==> src/rtl/mc_pkg.sv <==
// Shared types, constants and the Morse tree tables of the codec.
package mc_pkg;

    localparam int MAX_CODE_LEN = 6;
    localparam int BYTE_W       = 8;
    localparam int NODE_W       = 7;
    localparam int NODE_COUNT   = 127;
    localparam int LEN_W        = $clog2(MAX_CODE_LEN + 1);
    localparam int PIDX_W       = $clog2(NODE_W);

    // nodes numbered below this (depth under MAX_CODE_LEN) may still take a child
    localparam logic [8:0] DEPTH_LIMIT = 9'((1 << MAX_CODE_LEN) - 1);

    typedef logic [BYTE_W-1:0] byte_t;
    typedef logic [NODE_W-1:0] node_t;
    typedef logic [LEN_W-1:0]  len_t;

    localparam byte_t CH_HASH  = 8'd35;
    localparam byte_t CH_SPACE = 8'd32;
    localparam byte_t CH_DOT   = 8'd46;
    localparam byte_t CH_DASH  = 8'd45;
    localparam byte_t CH_NONE  = 8'd0;

    typedef struct packed {
        logic  hit;
        node_t node;
    } enc_rom_t;

    // one accepted item as handed from the front end to the emitter
    typedef struct packed {
        logic     enc;
        logic     has;
        logic     use_rom;
        byte_t    lit;
        enc_rom_t rom;
        byte_t    sym;
    } stage_t;

    // heap-ordered tree: root 0, dot child 2n+1, dash child 2n+2; CH_NONE = no node
    function automatic byte_t node_sym(input node_t n);
        byte_t s;
        case (n)
            7'd0:   s = CH_HASH;
            7'd1:   s = "E";
            7'd2:   s = "T";
            7'd3:   s = "I";
            7'd4:   s = "A";
            7'd5:   s = "N";
            7'd6:   s = "M";
            7'd7:   s = "S";
            7'd8:   s = "U";
            7'd9:   s = "R";
            7'd10:  s = "W";
            7'd11:  s = "D";
            7'd12:  s = "K";
            7'd13:  s = "G";
            7'd14:  s = "O";
            7'd15:  s = "H";
            7'd16:  s = "V";
            7'd17:  s = "F";
            7'd18:  s = CH_HASH;
            7'd19:  s = "L";
            7'd20:  s = CH_HASH;
            7'd21:  s = "P";
            7'd22:  s = "J";
            7'd23:  s = "B";
            7'd24:  s = "X";
            7'd25:  s = "C";
            7'd26:  s = "Y";
            7'd27:  s = "Z";
            7'd28:  s = "Q";
            7'd29:  s = CH_HASH;
            7'd30:  s = CH_HASH;
            7'd31:  s = "5";
            7'd32:  s = "4";
            7'd34:  s = "3";
            7'd37:  s = CH_HASH;
            7'd38:  s = "2";
            7'd39:  s = "&";
            7'd40:  s = CH_HASH;
            7'd41:  s = "+";
            7'd44:  s = CH_HASH;
            7'd46:  s = "1";
            7'd47:  s = "6";
            7'd48:  s = "=";
            7'd49:  s = "/";
            7'd52:  s = CH_HASH;
            7'd53:  s = "(";
            7'd55:  s = "7";
            7'd56:  s = CH_HASH;
            7'd58:  s = 8'd165;
            7'd59:  s = "8";
            7'd61:  s = "9";
            7'd62:  s = "0";
            7'd75:  s = "?";
            7'd76:  s = "_";
            7'd81:  s = 8'd34;
            7'd84:  s = ".";
            7'd89:  s = "@";
            7'd93:  s = 8'd39;
            7'd96:  s = "-";
            7'd105: s = ";";
            7'd108: s = ")";
            7'd106: s = "!";
            7'd114: s = ",";
            7'd119: s = ":";
            default: s = CH_NONE;
        endcase
        return s;
    endfunction

    // character to tree node; space and hash map onto the root
    function automatic enc_rom_t char_node(input byte_t b);
        enc_rom_t r;
        r.hit  = 1'b1;
        r.node = 7'd0;
        case (b)
            CH_SPACE, CH_HASH: r.node = 7'd0;
            "E": r.node = 7'd1;
            "T": r.node = 7'd2;
            "I": r.node = 7'd3;
            "A": r.node = 7'd4;
            "N": r.node = 7'd5;
            "M": r.node = 7'd6;
            "S": r.node = 7'd7;
            "U": r.node = 7'd8;
            "R": r.node = 7'd9;
            "W": r.node = 7'd10;
            "D": r.node = 7'd11;
            "K": r.node = 7'd12;
            "G": r.node = 7'd13;
            "O": r.node = 7'd14;
            "H": r.node = 7'd15;
            "V": r.node = 7'd16;
            "F": r.node = 7'd17;
            "L": r.node = 7'd19;
            "P": r.node = 7'd21;
            "J": r.node = 7'd22;
            "B": r.node = 7'd23;
            "X": r.node = 7'd24;
            "C": r.node = 7'd25;
            "Y": r.node = 7'd26;
            "Z": r.node = 7'd27;
            "Q": r.node = 7'd28;
            "5": r.node = 7'd31;
            "4": r.node = 7'd32;
            "3": r.node = 7'd34;
            "2": r.node = 7'd38;
            "&": r.node = 7'd39;
            "+": r.node = 7'd41;
            "1": r.node = 7'd46;
            "6": r.node = 7'd47;
            "=": r.node = 7'd48;
            "/": r.node = 7'd49;
            "(": r.node = 7'd53;
            "7": r.node = 7'd55;
            8'd165: r.node = 7'd58;
            "8": r.node = 7'd59;
            "9": r.node = 7'd61;
            "0": r.node = 7'd62;
            "?": r.node = 7'd75;
            "_": r.node = 7'd76;
            8'd34: r.node = 7'd81;
            ".": r.node = 7'd84;
            "@": r.node = 7'd89;
            8'd39: r.node = 7'd93;
            "-": r.node = 7'd96;
            ";": r.node = 7'd105;
            "!": r.node = 7'd106;
            ")": r.node = 7'd108;
            ",": r.node = 7'd114;
            ":": r.node = 7'd119;
            default: r.hit = 1'b0;
        endcase
        return r;
    endfunction

    // code length = depth of the node, i.e. leading-one position of node+1
    function automatic len_t path_len(input node_t n);
        node_t p;
        int    d;
        p = n + 7'd1;
        d = 0;
        for (int i = 1; i < NODE_W; i++)
        begin
            if (p[i])
                d = i;
        end
        if (d > MAX_CODE_LEN)
            d = MAX_CODE_LEN;
        return LEN_W'(d);
    endfunction

endpackage

==> src/rtl/mc_in_if.sv <==
// Input channel: one character or Morse symbol per item.
interface mc_in_if
    import mc_pkg::*;
();
    logic  valid;
    logic  ready;
    byte_t in_byte;

    modport source (output valid, output in_byte, input ready);
    modport sink   (input valid, input in_byte, output ready);
endinterface

==> src/rtl/mc_out_if.sv <==
// Output channel: one emitted byte per item, with end-of-group flag.
interface mc_out_if
    import mc_pkg::*;
();
    logic  valid;
    logic  ready;
    byte_t out_byte;
    logic  last;

    modport source (output valid, output out_byte, output last, input ready);
    modport sink   (input valid, input out_byte, input last, output ready);
endinterface

==> src/rtl/morse_codec_unit.sv <==
// Top level of the Morse codec: configuration, front end and emitter.
// An accepted item is registered in the stage buffer, each result in the output register.
// An encoded character gives one result per code symbol and a closing space,
// the emitter stepping one symbol per cycle while the output register is free.
// A new item is taken in the cycle its predecessor's last result is emitted, or at once for an item with none.
// Reset (rst_n, async low): encode direction, tree at root, flags clear.
module morse_codec_unit
    import mc_pkg::*;
(
    input  logic      clk,
    input  logic      rst_n,
    input  logic      cfg_we,
    input  logic      cfg_data,
    mc_in_if.sink     in_chan,
    mc_out_if.source  out_chan
);

    // single item buffer between the table reads and the emitter
    logic   busy;
    logic   done;
    stage_t stage;

    // front end: holds direction, walks the tree on dots and dashes and
    // reads both tables (char to node, node to char) in the accept cycle
    mc_front u_front (
        .clk      (clk),
        .rst_n    (rst_n),
        .cfg_we   (cfg_we),
        .cfg_data (cfg_data),
        .in_chan  (in_chan),
        .done     (done),
        .busy     (busy),
        .stage    (stage)
    );

    // emitter: one result per cycle into the output register while it is free; frees the
    // buffer on the item's last result, or at once for an item with none
    mc_emit u_emit (
        .clk      (clk),
        .rst_n    (rst_n),
        .busy     (busy),
        .stage    (stage),
        .done     (done),
        .out_chan (out_chan)
    );

endmodule

==> src/rtl/mc_front.sv <==
// Front end: decoder tree walk, table reads and the single stage buffer.
module mc_front
    import mc_pkg::*;
(
    input  logic      clk,
    input  logic      rst_n,
    input  logic      cfg_we,
    input  logic      cfg_data,
    mc_in_if.sink     in_chan,
    input  logic      done,
    output logic      busy,
    output stage_t    stage
);

    logic   direction_reg;
    logic   busy_reg,  busy_next;
    node_t  node_reg,  node_next;
    logic   inv_reg,   inv_next;
    logic   after_reg, after_next;
    stage_t stage_reg;

    logic   accept;
    logic   is_sym;
    logic   is_space;
    logic [7:0] child;
    logic   child_ok;
    logic   has_d;
    logic   use_rom_d;
    byte_t  lit_d;

    assign in_chan.ready = !busy_reg || done;
    assign accept        = in_chan.valid && in_chan.ready;
    assign busy          = busy_reg;
    assign stage         = stage_reg;

    assign is_sym   = (in_chan.in_byte == CH_DOT) || (in_chan.in_byte == CH_DASH);
    assign is_space = (in_chan.in_byte == CH_SPACE);
    assign child    = {node_reg, 1'b0} + ((in_chan.in_byte == CH_DASH) ? 8'd2 : 8'd1);
    assign child_ok = ({2'b00, node_reg} < DEPTH_LIMIT)
                   && (child < 8'(NODE_COUNT))
                   && (node_sym(child[NODE_W-1:0]) != CH_NONE);

    always_comb
    begin
        node_next  = node_reg;
        inv_next   = inv_reg;
        after_next = after_reg;
        has_d      = 1'b0;
        use_rom_d  = 1'b0;
        lit_d      = CH_HASH;
        busy_next  = busy_reg;
        if (done)
            busy_next = 1'b0;
        if (accept)
        begin
            busy_next = 1'b1;
            if (direction_reg)
            begin
                if (is_sym)
                begin
                    after_next = 1'b0;
                    if (!inv_reg)
                    begin
                        if (child_ok)
                            node_next = child[NODE_W-1:0];
                        else
                            inv_next = 1'b1;
                    end
                end
                else if (is_space)
                begin
                    has_d = 1'b1;
                    if (after_reg)
                    begin
                        lit_d      = CH_SPACE;
                        after_next = 1'b0;
                    end
                    else
                    begin
                        // root reads back as hash from the node table
                        use_rom_d  = !inv_reg;
                        node_next  = '0;
                        inv_next   = 1'b0;
                        after_next = 1'b1;
                    end
                end
            end
        end
    end

    always_ff @(posedge clk or negedge rst_n)
    begin
        if (!rst_n)
        begin
            direction_reg <= 1'b0;
            busy_reg      <= 1'b0;
            node_reg      <= '0;
            inv_reg       <= 1'b0;
            after_reg     <= 1'b0;
        end
        else
        begin
            if (cfg_we)
                direction_reg <= cfg_data;
            busy_reg  <= busy_next;
            node_reg  <= node_next;
            inv_reg   <= inv_next;
            after_reg <= after_next;
        end
    end

    // synchronous table reads, captured with the item
    always_ff @(posedge clk)
    begin
        if (accept)
        begin
            stage_reg.enc     <= !direction_reg;
            stage_reg.has     <= has_d;
            stage_reg.use_rom <= use_rom_d;
            stage_reg.lit     <= lit_d;
            stage_reg.rom     <= char_node(in_chan.in_byte);
            stage_reg.sym     <= node_sym(node_reg);
        end
    end

    a_node_exists: assert property (@(posedge clk) disable iff (!rst_n)
        node_sym(node_reg) != CH_NONE)
        else $error("tree position left the tree");

    a_after_at_root: assert property (@(posedge clk) disable iff (!rst_n)
        after_reg |-> (node_reg == '0) && !inv_reg)
        else $error("letter gap flag set away from root");

    a_busy_on_accept: assert property (@(posedge clk) disable iff (!rst_n)
        accept |=> busy_reg)
        else $error("accepted item not held");

endmodule

==> src/rtl/mc_emit.sv <==
// Emitter: steps through one buffered item and fills the output register.
module mc_emit
    import mc_pkg::*;
(
    input  logic      clk,
    input  logic      rst_n,
    input  logic      busy,
    input  stage_t    stage,
    output logic      done,
    mc_out_if.source  out_chan
);

    len_t  pos_reg, pos_next;
    logic  ov_reg;
    byte_t ob_reg;
    logic  ol_reg;

    node_t             p;
    len_t              len;
    logic [PIDX_W-1:0] idx;
    logic              has;
    logic              is_last;
    byte_t             sym_byte;
    logic              out_free;
    logic              fire;

    assign p   = stage.rom.node + 7'd1;
    assign len = path_len(stage.rom.node);
    assign idx = PIDX_W'(len - LEN_W'(1) - pos_reg);

    always_comb
    begin
        if (stage.enc)
        begin
            has      = stage.rom.hit;
            is_last  = (pos_reg == len);
            sym_byte = is_last ? CH_SPACE : (p[idx] ? CH_DASH : CH_DOT);
        end
        else
        begin
            has      = stage.has;
            is_last  = 1'b1;
            sym_byte = stage.use_rom ? stage.sym : stage.lit;
        end
    end

    assign out_free = !ov_reg || out_chan.ready;
    assign fire     = busy && has && out_free;
    assign done     = busy && (!has || (out_free && is_last));

    always_comb
    begin
        pos_next = pos_reg;
        if (done)
            pos_next = '0;
        else if (fire)
            pos_next = pos_reg + LEN_W'(1);
    end

    always_ff @(posedge clk or negedge rst_n)
    begin
        if (!rst_n)
        begin
            pos_reg <= '0;
            ov_reg  <= 1'b0;
        end
        else
        begin
            pos_reg <= pos_next;
            if (out_free)
                ov_reg <= fire;
        end
    end

    always_ff @(posedge clk)
    begin
        if (fire)
        begin
            ob_reg <= sym_byte;
            ol_reg <= is_last;
        end
    end

    assign out_chan.valid    = ov_reg;
    assign out_chan.out_byte = ob_reg;
    assign out_chan.last     = ol_reg;

    a_pos_idle: assert property (@(posedge clk) disable iff (!rst_n)
        !busy |-> (pos_reg == '0))
        else $error("symbol counter not parked");

    a_pos_range: assert property (@(posedge clk) disable iff (!rst_n)
        pos_reg <= LEN_W'(MAX_CODE_LEN))
        else $error("symbol counter overran code length");

endmodule

==> src/flat_wrapper.sv <==
// flat-port wrapper written by rule: the top's interface ports become plain ports
module morse_codec_unit_flat import mc_pkg::*;
  (clk, rst_n, cfg_we, cfg_data, in_chan_valid, in_chan_in_byte, in_chan_ready, out_chan_valid, out_chan_out_byte, out_chan_last, out_chan_ready);
  mc_in_if in_chan_i ();
  mc_out_if out_chan_i ();
  input  logic clk;
  input  logic rst_n;
  input  logic cfg_we;
  input  logic cfg_data;
  input wire logic [$bits(in_chan_i.valid)-1:0] in_chan_valid;
  input wire logic [$bits(in_chan_i.in_byte)-1:0] in_chan_in_byte;
  output wire logic [$bits(in_chan_i.ready)-1:0] in_chan_ready;
  output wire logic [$bits(out_chan_i.valid)-1:0] out_chan_valid;
  output wire logic [$bits(out_chan_i.out_byte)-1:0] out_chan_out_byte;
  output wire logic [$bits(out_chan_i.last)-1:0] out_chan_last;
  input wire logic [$bits(out_chan_i.ready)-1:0] out_chan_ready;
  assign in_chan_i.valid = in_chan_valid;
  assign in_chan_i.in_byte = in_chan_in_byte;
  assign in_chan_ready = in_chan_i.ready;
  assign out_chan_valid = out_chan_i.valid;
  assign out_chan_out_byte = out_chan_i.out_byte;
  assign out_chan_last = out_chan_i.last;
  assign out_chan_i.ready = out_chan_ready;
  morse_codec_unit u_core (.clk(clk), .rst_n(rst_n), .cfg_we(cfg_we), .cfg_data(cfg_data), .in_chan(in_chan_i), .out_chan(out_chan_i));
endmodule
==> config.mk <==
export PLATFORM = sky130hd
export DESIGN_NAME = morse_codec_unit_flat
export DESIGN_NICKNAME = d
export VERILOG_FILES = /design/src/rtl/mc_pkg.sv /design/src/rtl/mc_in_if.sv /design/src/rtl/mc_out_if.sv /design/src/rtl/morse_codec_unit.sv /design/src/rtl/mc_front.sv /design/src/rtl/mc_emit.sv /design/src/flat_wrapper.sv
export SDC_FILE = /design/constraint.sdc
export NUM_CORES = 1
export LEC_CHECK = 0
export BUFFER_PORTS_ARGS = -buffer_cell sky130_fd_sc_hd__clkbuf_2
export CAP_MARGIN = 20
export CORE_AREA = 5 5 103 105
export CTS_CLUSTER_DIAMETER = 40
export DETAILED_ROUTE_END_ITERATION = 12
export DIE_AREA = 0 0 108 110
export PLACE_DENSITY = 0.72
export RECOVER_POWER = 100
export SYNTH_ARGS = -nofsm -noshare
export SYNTH_HDL_FRONTEND = slang
export SYNTH_SLANG_ARGS = --single-unit
==> constraint.sdc <==
create_clock -name clk -period 5 [get_ports clk]
set_clock_uncertainty 0.05 [all_clocks]
set_input_delay 1 -clock clk [delete_from_list [all_inputs] [get_ports clk]]
set_output_delay 1 -clock clk [all_outputs]
set_load 0.05 [all_outputs]
After elaboration in Yosys (flattened, before gate mapping)
Memory sizes are Yosys's and may differ from the RTL's. A register that Yosys moved wholly into a read port is not among the register bits.
Cells that the tools add are included.
- register bits after elaboration: 43
- ROM bits: 2048
- input bits: 14
- output and inout bits: 11
- memories kept: 2
- memory list (memory ; words ; bits a word ; rd ports ; clocked after memory_dff ; wr ports ; RTL line ; text):
    (no name shown) ; 128 ; 8 ; 1 ; 1 ; 0 ; mc_pkg.sv:42 ; case (n)
    (no name shown) ; 128 ; 8 ; 1 ; 0 ; 0 ; mc_pkg.sv:42 ;
- $add $sub $neg: 5
- magnitude comparators: 4
- equal/unequal tests: 60
- mux-type cells: 37
- bitwise operators: 2
- reductions and logical operators: 27
- operator list (kind ; count):
    $pmux 7 s54 ; 1
    $eq 8x7->1 const B ; 28
    $eq 8x6->1 const B ; 27
    $mux 32 ; 4
    $reduce_or 56->1 ; 1
    $mux 7 ; 5
    $gt 32x4->1 const B ; 1
    $mux 1 ; 16
    $mux 8 ; 2
    $mux 3 ; 3
    $add 8x2->8 ; 1
    $eq 8x8->1 const B ; 1
    $lt 8x7->1 const B ; 1
    $mux 2 ; 4
    $reduce_bool 8->1 ; 1
    $add 7x1->7 const B ; 1
    $logic_and 1x1->1 ; 7
    $lt 7x6->1 const B ; 1
    $reduce_and 6->1 ; 1
    $reduce_bool 2->1 ; 3
    $logic_not 1->1 ; 5
    $logic_or 1x1->1 ; 4
    $lt 3x4->1 const B ; 1
    $mux 4 ; 1
    13 further kinds ; 15

Longest topological paths before layout
Gate-level depths: netlist of run 1.
- depth in word-level cells: 17
- mapped depth: 17
- mapped depth without buffers: 16

By module
Synthesis of run 1 repeated with hierarchy kept, for this count alone.
- cells, all modules: 722
- area total of the unflattened synthesis: 5552.8 um^2
- modules (own cells, without submodules) (module ; times used ; cells each ; area each (um^2)):
    mc_front ; 1 ; 593 ; 4371.7
    mc_emit ; 1 ; 129 ; 1181.1

Worst setup path after synthesis of run 1
OpenSTA, ideal clock, no wires.
- path type: in2reg
- from: input in_chan_in_byte[7]
- to: register u_core.u_front.node_reg[0]
- setup time: 0.125 ns
- arrival: 4.142 ns
- data required time: 4.825 ns
- slack: 0.683 ns
- stages: 16
- buffers on the path: 3
- path through: buf_6 nor4b_4 nand4_4 inv_1 ha_1 ha_1 buf_2 buf_2 nor3_1 a21oi_1 o32ai_1 o211ai_1 a31oi_1 nand4_4 o21ai_4 mux2_4
- word-level cells in the longest chain between the ends: 8
- elaborated cells on any way between the ends: 19
- classes of those cells: add/sub (1); order compare (1); eq/ne (6); mux (4); reduce/logical (6); memory (1)
- ends and longest elaborated chain (item ; RTL line ; text):
    from (decl) ; flat_wrapper.sv:11 ; input wire logic [$bits(in_chan_i.in_byte)-1:0] in_chan_in_byte;
    $eq 8x6->1 ; mc_front.sv:36, mc_front.sv:38 ;
    $mux 2 ; mc_front.sv:38 ; assign child = {node_reg, 1'b0} + ((in_chan.in_byte == CH_DASH) ? 8'd2 : 8'd1);
    $add 8x2->8 ; mc_front.sv:38 ;
    $mem_v2 128x8 / $lt 8x7->1 (equally long branches) ; n/a ;
    $reduce_bool 8->1 / $logic_and 1x1->1 (equally long branches) ; mc_front.sv:41, mc_front.sv:40 ;
    $logic_and 1x1->1 ; mc_front.sv:41 ; && (node_sym(child[NODE_W-1:0]) != CH_NONE);
    $ne 2x1->1 (no line) ; n/a ;
    $reduce_and 6->1 (no line) ; n/a ;
    to (signal assigned) ; mc_front.sv:106 ; node_reg <= node_next;
    to (decl) ; mc_front.sv:17 ; node_t node_reg, node_next;
Parallel ways exist; a longest one is shown, timed or not. The select of a mux whose other input is x is not followed.
A chain may end at the register's enable or synchronous reset.

Worst setup path after layout of run 1
- from: register u_core.u_front.stage_reg, in the netlist u_core.u_front.stage[8]
- to: output in_chan_ready
- word-level cells in the longest chain between the ends: 15
- ends and longest elaborated chain (item ; RTL line ; text):
    from (decl) ; mc_front.sv:20 ; stage_t stage_reg;
    $add 7x1->7 * ; mc_pkg.sv:182 ; p = n + 7'd1;
    $mux 1 ; mc_pkg.sv:186 ; if (p[i])
    $mux 2 ; mc_pkg.sv:186 ;
    $mux 32 (3 in a row) ; mc_pkg.sv:186 ;
    $mux 32 * ; mc_pkg.sv:186 ;
    $gt 32x4->1 ; mc_pkg.sv:189 ; if (d > MAX_CODE_LEN)
    $mux 3 * ; mc_pkg.sv:189 ;
    $eq 3x3->1 * ; mc_emit.sv:36 ; is_last = (pos_reg == len);
    $mux 1 * ; mc_emit.sv:33 ; if (stage.enc)
    $logic_and 1x1->1 * ; mc_emit.sv:49 ; assign done = busy && (!has || (out_free && is_last));
    $logic_or 1x1->1 * ; mc_emit.sv:49 ;
    $logic_and 1x1->1 * ; mc_emit.sv:49 ;
    $logic_or 1x1->1 * ; mc_front.sv:31 ; assign in_chan.ready = !busy_reg || done;
    to (decl) ; flat_wrapper.sv:12 ; output wire logic [$bits(in_chan_i.ready)-1:0] in_chan_ready;
Mark *: on every way between the ends. The rest lies on a longest branch, timed or not.

==> results of run 1 <==
==> metrics by stage <==
stage | hold slack, ns | std cells | setup WS [ns] | util (%) | area (um^2)
floorplan | 0.427 | 673 | 0.683 | - | 5140
global placement | 0.447 | 791 | 0.301 | 55.6 | 5310
detailed placement | 0.448 | 791 | 0.258 | 55.6 | 5310
CTS | 0.473 | 799 | 0.365 | 56.7 | 5410
global route | 0.494 | 799 | 0.0555 | 56.3 | 5370
finish | 0.468 | 799 | 0.315 | 56.3 | 5370
==> critical path, stage by stage, from the launching register on <==
cell	delay (ns)
edfxtp_1	0.45
ha_1	0.33
inv_1	0.09
a21oi_1	0.15
nor2_1	0.05
a221o_1	0.32
a21boi_0	0.22
o22ai_1	0.12
a31oi_1	0.17
o32ai_1	0.12
ha_1	0.40
nand2_1	0.09
o41ai_2	0.36
or2_2	0.20
clkbuf_2	0.28
==> final cells by class <==
| class | instances | area [um^2] | share of cell area, % |
|---|---|---|---|
| clock buffers | 6 | 82.6 | 1.54 |
| clock inverters | 2 | 15.0 | 0.279 |
| inverters | 21 | 78.8 | 1.47 |
| multi-input cells | 548 | 3540 | 65.8 |
| flip-flops and latches | 44 | 1250 | 23.2 |
| well taps | 133 | 166 | 3.10 |
| repair buffers | 45 | 249 | 4.63 |
==> layer usage <==
layer,routed length (um),vias to the layer above,part of all wire [%],global-route usage (%)
met5,0,-,0,0
met4,274,0,2.0,8.12
met3,1180,28,8.4,2.50
met2,6380,266,46,37.7
met1,6170,2428,44,32.4
li1,-,2500,-,-
==> cells by family (layout without fill, tap and decap cells) <==
| kind of cell | after synthesis | in the layout | synth area share (%) |
|---|---|---|---|
| simple gates | 263 | 263 | 25.8 |
| compound gates | 229 | 229 | 30.2 |
| buf+inv | 81 | 74 | 6.75 |
| flops | 44 | 44 | 24.3 |
| xor+xnor | 22 | 22 | 4.04 |
| fa+ha+maj | 21 | 21 | 5.26 |
| mux | 13 | 13 | 3.65 |
==> where the power goes <==
| group | total [mW] | switching, mW | internal [mW] |
|---|---|---|---|
| registers | 0.436 | 0.0201 | 0.416 |
| clock network | 0.230 | 0.118 | 0.112 |
| logic | 0.218 | 0.140 | 0.0781 |
| total | 0.883 | 0.278 | 0.606 |
==> synth_stat cells, types with 4 or more instances <==
cell type   n  area share [%]
nand3_1    24             2.3
a31oi_1    16             1.9
nand4_1    11             1.3
o21a_1      4            0.58
o32ai_1     5            0.85
a211oi_1   11             1.6
or3_1       4            0.49
a21oi_1    47             4.6
or2_2       6            0.73
xnor2_1    11             1.9
o31ai_1     4            0.58
o21bai_1    5            0.73
o21ai_0    49             4.8
a211o_1     4            0.68
ha_1       20             4.9
mux4_2      4             1.8
clkbuf_1   31             2.3
inv_1      20             1.5
a22o_1      5            0.85
o211ai_1   13             1.9
o22ai_1    15             1.8
and2_1     12             1.5
o221ai_1    4            0.68
xor2_1      9             1.5
edfxtp_1   29              17
nand2b_1   18             2.2
and3_1      5            0.61
buf_2      18             1.8
nor3_1     25             2.4
a21boi_0    4            0.58
dfrtp_1    15             7.3
buf_1       6            0.44
a311oi_1    4            0.68
nor2b_1    12             1.5
nor2_1     60             4.4
mux2i_1     6             1.2
o2bb2ai_1   4            0.68
a221oi_1    4            0.68
nand2_1    71             5.2
==> worst max path at each step <==
stage | startpoint | to | cells past startpoint
2_1_floorplan | in_chan_in_byte[7] | u_core.u_front.node_reg[0] | 16
3_3_place_gp | in_chan_in_byte[7] | u_core.u_front.node_reg[0] | 14
3_5_place_dp | in_chan_in_byte[7] | u_core.u_front.node_reg[0] | 14
4_1_cts | u_core.u_front.stage[8] | in_chan_ready | 14
5_1_grt | in_chan_in_byte[7] | u_core.u_front.node_reg[0] | 14
6_report | u_core.u_front.stage[8] | in_chan_ready | 14
==> metrics.md, run 1 <==
| Metric | Value |
|---|---|
| DP Wirelength | between 10000 and 15000 um |
| Port bufs | 24 |
| Top FF cell, synth | edfxtp_1 |
| Status | complete, no violations |
| Period utilization | 93.7% |
| Crit path capture type | output port |
| # DRC | 0 |
| 1st-iter DRT viols | 600 |
| Total of max-cap violations | 0 |
| Core Footprint | 9550 um^2 |
| DRT antenna net count | 0 |
| Most common cell after layout, fill and taps aside | nand2_1 |
| Chip height | between 100 and 150 um |
| CP max FO | 7 |
| Largest net degree at the start of global routing | between 40 and 50 |
| Syn_area_per_cell | between 7 and 8 um^2 |
| Setup TNS | 0 ns |
| Reg2Reg Capture Point | u_core.u_front.stage[11] |
| Full die area | 11900 um^2 |
| Setup violators final | 0 |
| Pwr Density | 164 nW/um^2 |
| Static leakage | 1.92 nW |
| Seq cells post-synth | 44 |
| Clk Latency, worst-skew pair | 0.29 ns |
| Vias in the first global route | 4731 |
| Max reg flops | 20 |
| Nets | 700 |
| Layout cells sized above 1 | under 10% |
| Router iterations before antenna repair | 6 |
| First-pass GRT wire length | ~23000 um |
| Syn Nets | 708 |
| CTS Sinks | 44 |
| Post-DR vias/cell | 6.54 |
| Worst Setup Path Type | reg2out |
| Maximum clock insertion buffer count | 2 |
| Clk root buf | clkbuf_8 |
| Synth warn | 0 |
| Num ports | 25 |
| Total track usage | 23.2% |
| Grt ovf | 0 |
| # fillers | 945 |
| Initial antenna violation count | 0 |
| CTS H-Tree Depth | 2 |
| N_diodes | 0 |
| Ys async rst share | 34.1% |
| DR vias | 5222 |
| Worst vdd ir | approximately 0.099 mV |
| Layout area overhead | 4.60% |
| Drt wl/cell | roughly 18 um |
| Commonest cells after routing, fill and taps aside | nand2_1, nor2_1, o21ai_0, a21oi_1, edfxtp_1 |
| CTS resizes | 0 |
| Final WL | 14000 um |
| CP Data Arrival Time | 3.64 ns |
| Final Max Tran Viols | 0 |
| # hold bufs at CTS | 0 |
| R2R setup slack | between 0.5 and 0.6 ns |
| Worst setup SP type | flip-flop |
| Min-Delay Endpoint | u_core.u_emit.out_chan.out_byte[5] |
| RSZ-0062 raised after global routing | false |
| Synth unique cells | 76 |
| Worst-path clk slew | 0.08 ns |
| Min-delay worst type | reg2reg |
| Die Wd | roughly 110 um |
| Fmax achieved | 213 MHz |
| Initial Utilization | about 54% |
| Crit path time final | roughly 4.7 ns |
| Mapped cell area | 5140 um^2 |
| Number of buffers added for setup after CTS | 0 |
| Required time worst endpoint | 3.95 ns |
| Fin. Hold Viols | 0 |
| Pwr Total | 0.883 mW |
| RePlAce Congestion | 0.986 |
| TritonCTS Buffers | 5 |
| Worst hold start | u_core.u_front.stage[5] |
| Register area share after synthesis | roughly a quarter |
| Crit Reg-Reg Startpoint | u_core.u_front.stage[8] |
| FF-to-FF path depth | 15 |
| Worst-Margin Slew | 0.945 ns |
| Relative slew slack | 37.0% |
| Worst hold path depth | 1 |
| Row cnt | 36 |
| Cells after Synth | 673 |
| Number of synthesized flops with an enable pin | 29 |
| CTS tree | yes |
Power figures use the tool's default switching activity.
==> run 2: changes to the inputs <==
==> constraint.sdc (replaced) <==
create_clock -name clk -period 4.95 [get_ports clk]
set_clock_uncertainty 0.05 [all_clocks]
set_input_delay 0.99 -clock clk [delete_from_list [all_inputs] [get_ports clk]]
set_output_delay 0.99 -clock clk [all_outputs]
set_load 0.05 [all_outputs]
==> run 2 against run 1 <==
  * Flip-flop and latch count did not move
  * Largest cell class unchanged
  * Design area rose by 1.1%
  * Combinational power barely moved
==> metrics.md, run 2 (synthesis results as in run 1) <==
| Metric | Value |
|---|---|
| Layout cells sized above 1 | 9.88% (+0.12 points) |
| Clk root buf | clkbuf_8 |
| FF-to-FF path depth | 15 (unchanged) |
| Pwr Total | 0.977 mW (+11%) |
| RSZ-0062 raised after global routing | false |
| First-pass GRT wire length | 23300 um (+2.4%) |
| Vias in the first global route | 4886 (+3.3%) |
| Int Power | 0.701 mW (+16%) |
| Die Wd | 108 um (unchanged) |
| Layout area overhead | 5.75% |
| Initial antenna violation count | 0 (unchanged) |
| Num ports | 25 (unchanged) |
| 1st-iter DRT viols | 608 (+1.3%) |
| Chip height | 110 um (unchanged) |
| Worst Setup Path Type | reg2out |
| Port bufs | 24 (unchanged) |
| CTS H-Tree Depth | 2 (unchanged) |
| Sw Share | 28.3% (-3.1 points) |
| Nets | 702 (+0.29%) |
| Router iterations before antenna repair | 5 (-1) |
| Min-Delay Endpoint | u_core.u_emit.out_chan.out_byte[3] |
| Clk Latency, worst-skew pair | 0.29 ns (about the same) |
| Fin. Hold Viols | 0 (unchanged) |
| CTS tree | yes |
| Status | complete, no violations |
| Pwr Density | 180 nW/um^2 (+9.5%) |
| Initial Utilization | 53.8% (unchanged) |
| Buf+Inv Stages, Crit Path | 2 (unchanged) |
| Worst setup SP type | flip-flop |
| Post-DR vias/cell | 6.64 (+1.5%) |
| CP max stage delay | 0.44 ns (about the same) |
| Sequential Power Share | 45.0% (-4.3 points) |
| Clock power frac | 32.4% (+6.4 points) |
| Most frequent cell on the critical path | ha_1 |
| R2R setup slack | 0.58 ns (+0.07 ns) |
| Crit path capture type | output port |
| Worst vdd ir | 0.115 mV (+16%) |
| DRT antenna net count | 0 (unchanged) |
| Commonest cells after routing, fill and taps aside | nand2_1, nor2_1, o21ai_0, a21oi_1, edfxtp_1 |
| Net Sw Power | 0.277 mW (-0.41%) |
| Final WL | 14300 um (+2.1%) |
| DR vias | 5316 (+1.8%) |
| N_diodes | 0 (unchanged) |
| # hold bufs at CTS | 0 (unchanged) |
| Period utilization | 94.2% |
| Required time worst endpoint | 3.91 ns (-0.04 ns) |
| Crit path time final | about 4.7 ns |
| Setup violators final | 0 (unchanged) |
| Most common cell after layout, fill and taps aside | nand2_1 |
| Setup TNS | 0 ns (unchanged) |
| DP Wirelength | 10200 um (+0.98%) |
| CP max FO | 7 (unchanged) |
| WL met1 | 6150 um (-0.36%) |
| # DRC | 0 (unchanged) |
| Reg2Reg Capture Point | u_core.u_front.stage[16] |
| Met2 wire len | 6470 um (+1.4%) |
| CP Data Arrival Time | 3.62 ns (-0.02 ns) |
| Core Footprint | 9550 um^2 (unchanged) |
| Worst hold path depth | 2 (+1) |
| Relative slew slack | 30.9% (-6.1 points) |
| Worst path cell trace | ha_1, inv_1, a21oi_1, nor2_1, a221o_1, a21boi_0, o22ai_1, a31oi_1, o32ai_1, ha_1, nand2_1, o41ai_2, or2_2, clkbuf_2 |
| Final Max Tran Viols | 0 (unchanged) |
| Largest net degree at the start of global routing | 42 (unchanged) |
| RePlAce Congestion | 0.991 (+0.50%) |
| Worst hold start | u_core.u_front.stage[3] |
| Hold_ws | 0.478 ns (+0.0103 ns) |
| Row cnt | 36 (unchanged) |
| Maximum clock insertion buffer count | 2 (unchanged) |
| Crit Reg-Reg Startpoint | u_core.u_front.stage[8] |
| Number of buffers added for setup after CTS | 0 (unchanged) |
| Combinational power share | 22.6% (-2.1 points) |
| Top sig layer | met4 |
| Worst-Margin Slew | 1.04 ns (+0.0912 ns) |
| Fmax achieved | 215 MHz |
| Worst-path clk slew | 0.08 ns (about the same) |
| CTS resizes | 0 (unchanged) |
| TritonCTS Buffers | 5 (unchanged) |
| Max reg flops | 20 (unchanged) |
| Full die area | 11900 um^2 (unchanged) |
| CTS Sinks | 44 (unchanged) |
| Drt wl/cell | 17.8 um (+1.9%) |
| Total of max-cap violations | 0 (unchanged) |
| Total track usage | 24.0% (+0.72 points) |
| Setup crit start | u_core.u_front.stage[8] |
| Static leakage | 1.96 nW (+1.9%) |
| Slowest CP cell | edfxtp_1 |
| Grt ovf | 0 (unchanged) |
| Delay-heaviest family, CP | compound AO/OA/AOI/OAI gates |
| Met3 Wirelength | 1190 um (+0.85%) |
| Min-delay worst type | reg2reg |
run 2: worst reg2reg max path: stages (launching register included):
cell	delay, ns
edfxtp_1	0.44
ha_1	0.33
inv_1	0.09
a21oi_1	0.15
nor2_1	0.05
a221o_1	0.30
a21boi_0	0.19
o22ai_1	0.11
a31oi_1	0.17
o32ai_1	0.13
ha_1	0.41
nand2_1	0.09
o41ai_2	0.39
or2_2	0.21
and2_1	0.12
clkbuf_1	0.77
run 2: worst max-delay path by stage:
stage | cells past startpoint | end | slack (ns)
global placement | 14 | u_core.u_front.node_reg[0] | 0.32
CTS | 14 | in_chan_ready | 0.32
floorplan | 16 | u_core.u_front.node_reg[0] | 0.64
finish | 14 | in_chan_ready | 0.29
detailed placement | 14 | u_core.u_front.node_reg[0] | 0.20
global route | 14 | u_core.u_front.node_reg[0] | 0.04
run 2: final cells by class:
cell class	instances	area (um^2)
Clock buffer	6	72.6
Clock inverter	2	60.1
Fill cell	917	4120
Inverter	21	78.8
Multi-Input combinational cell	548	3540
Sequential cell	44	1250
Tap cell	133	166
Timing Repair Buffer	47	264
run 2: power groups by stage:
stage          Combinational [mW]  Clock (mW)  Sequential (mW)
2_1_floorplan               0.158           0            0.459
3_3_place_gp                0.217           0            0.447
3_5_place_dp                0.222           0            0.448
4_1_cts                     0.223       0.322            0.440
5_1_grt                     0.242       0.340            0.444
6_report                    0.221       0.316            0.440
run 2: through the flow:
stage / std cells / instance area [um^2] / worst slack (ns) / utilization, %
floorplan: 673 / 5140 / 0.643 / -
global placement: 793 / 5330 / 0.317 / 55.8
detailed placement: 793 / 5330 / 0.197 / 55.8
CTS: 801 / 5460 / 0.323 / 57.2
global route: 801 / 5430 / 0.0446 / 56.9
finish: 801 / 5430 / 0.289 / 56.9
run 2: per-layer routing:
metal  up-vias  track usage (%)
met3        55             2.62
met2       312             39.0
met4         0             10.4
li1       2499                -
met1      2450             32.4
met5         -                0
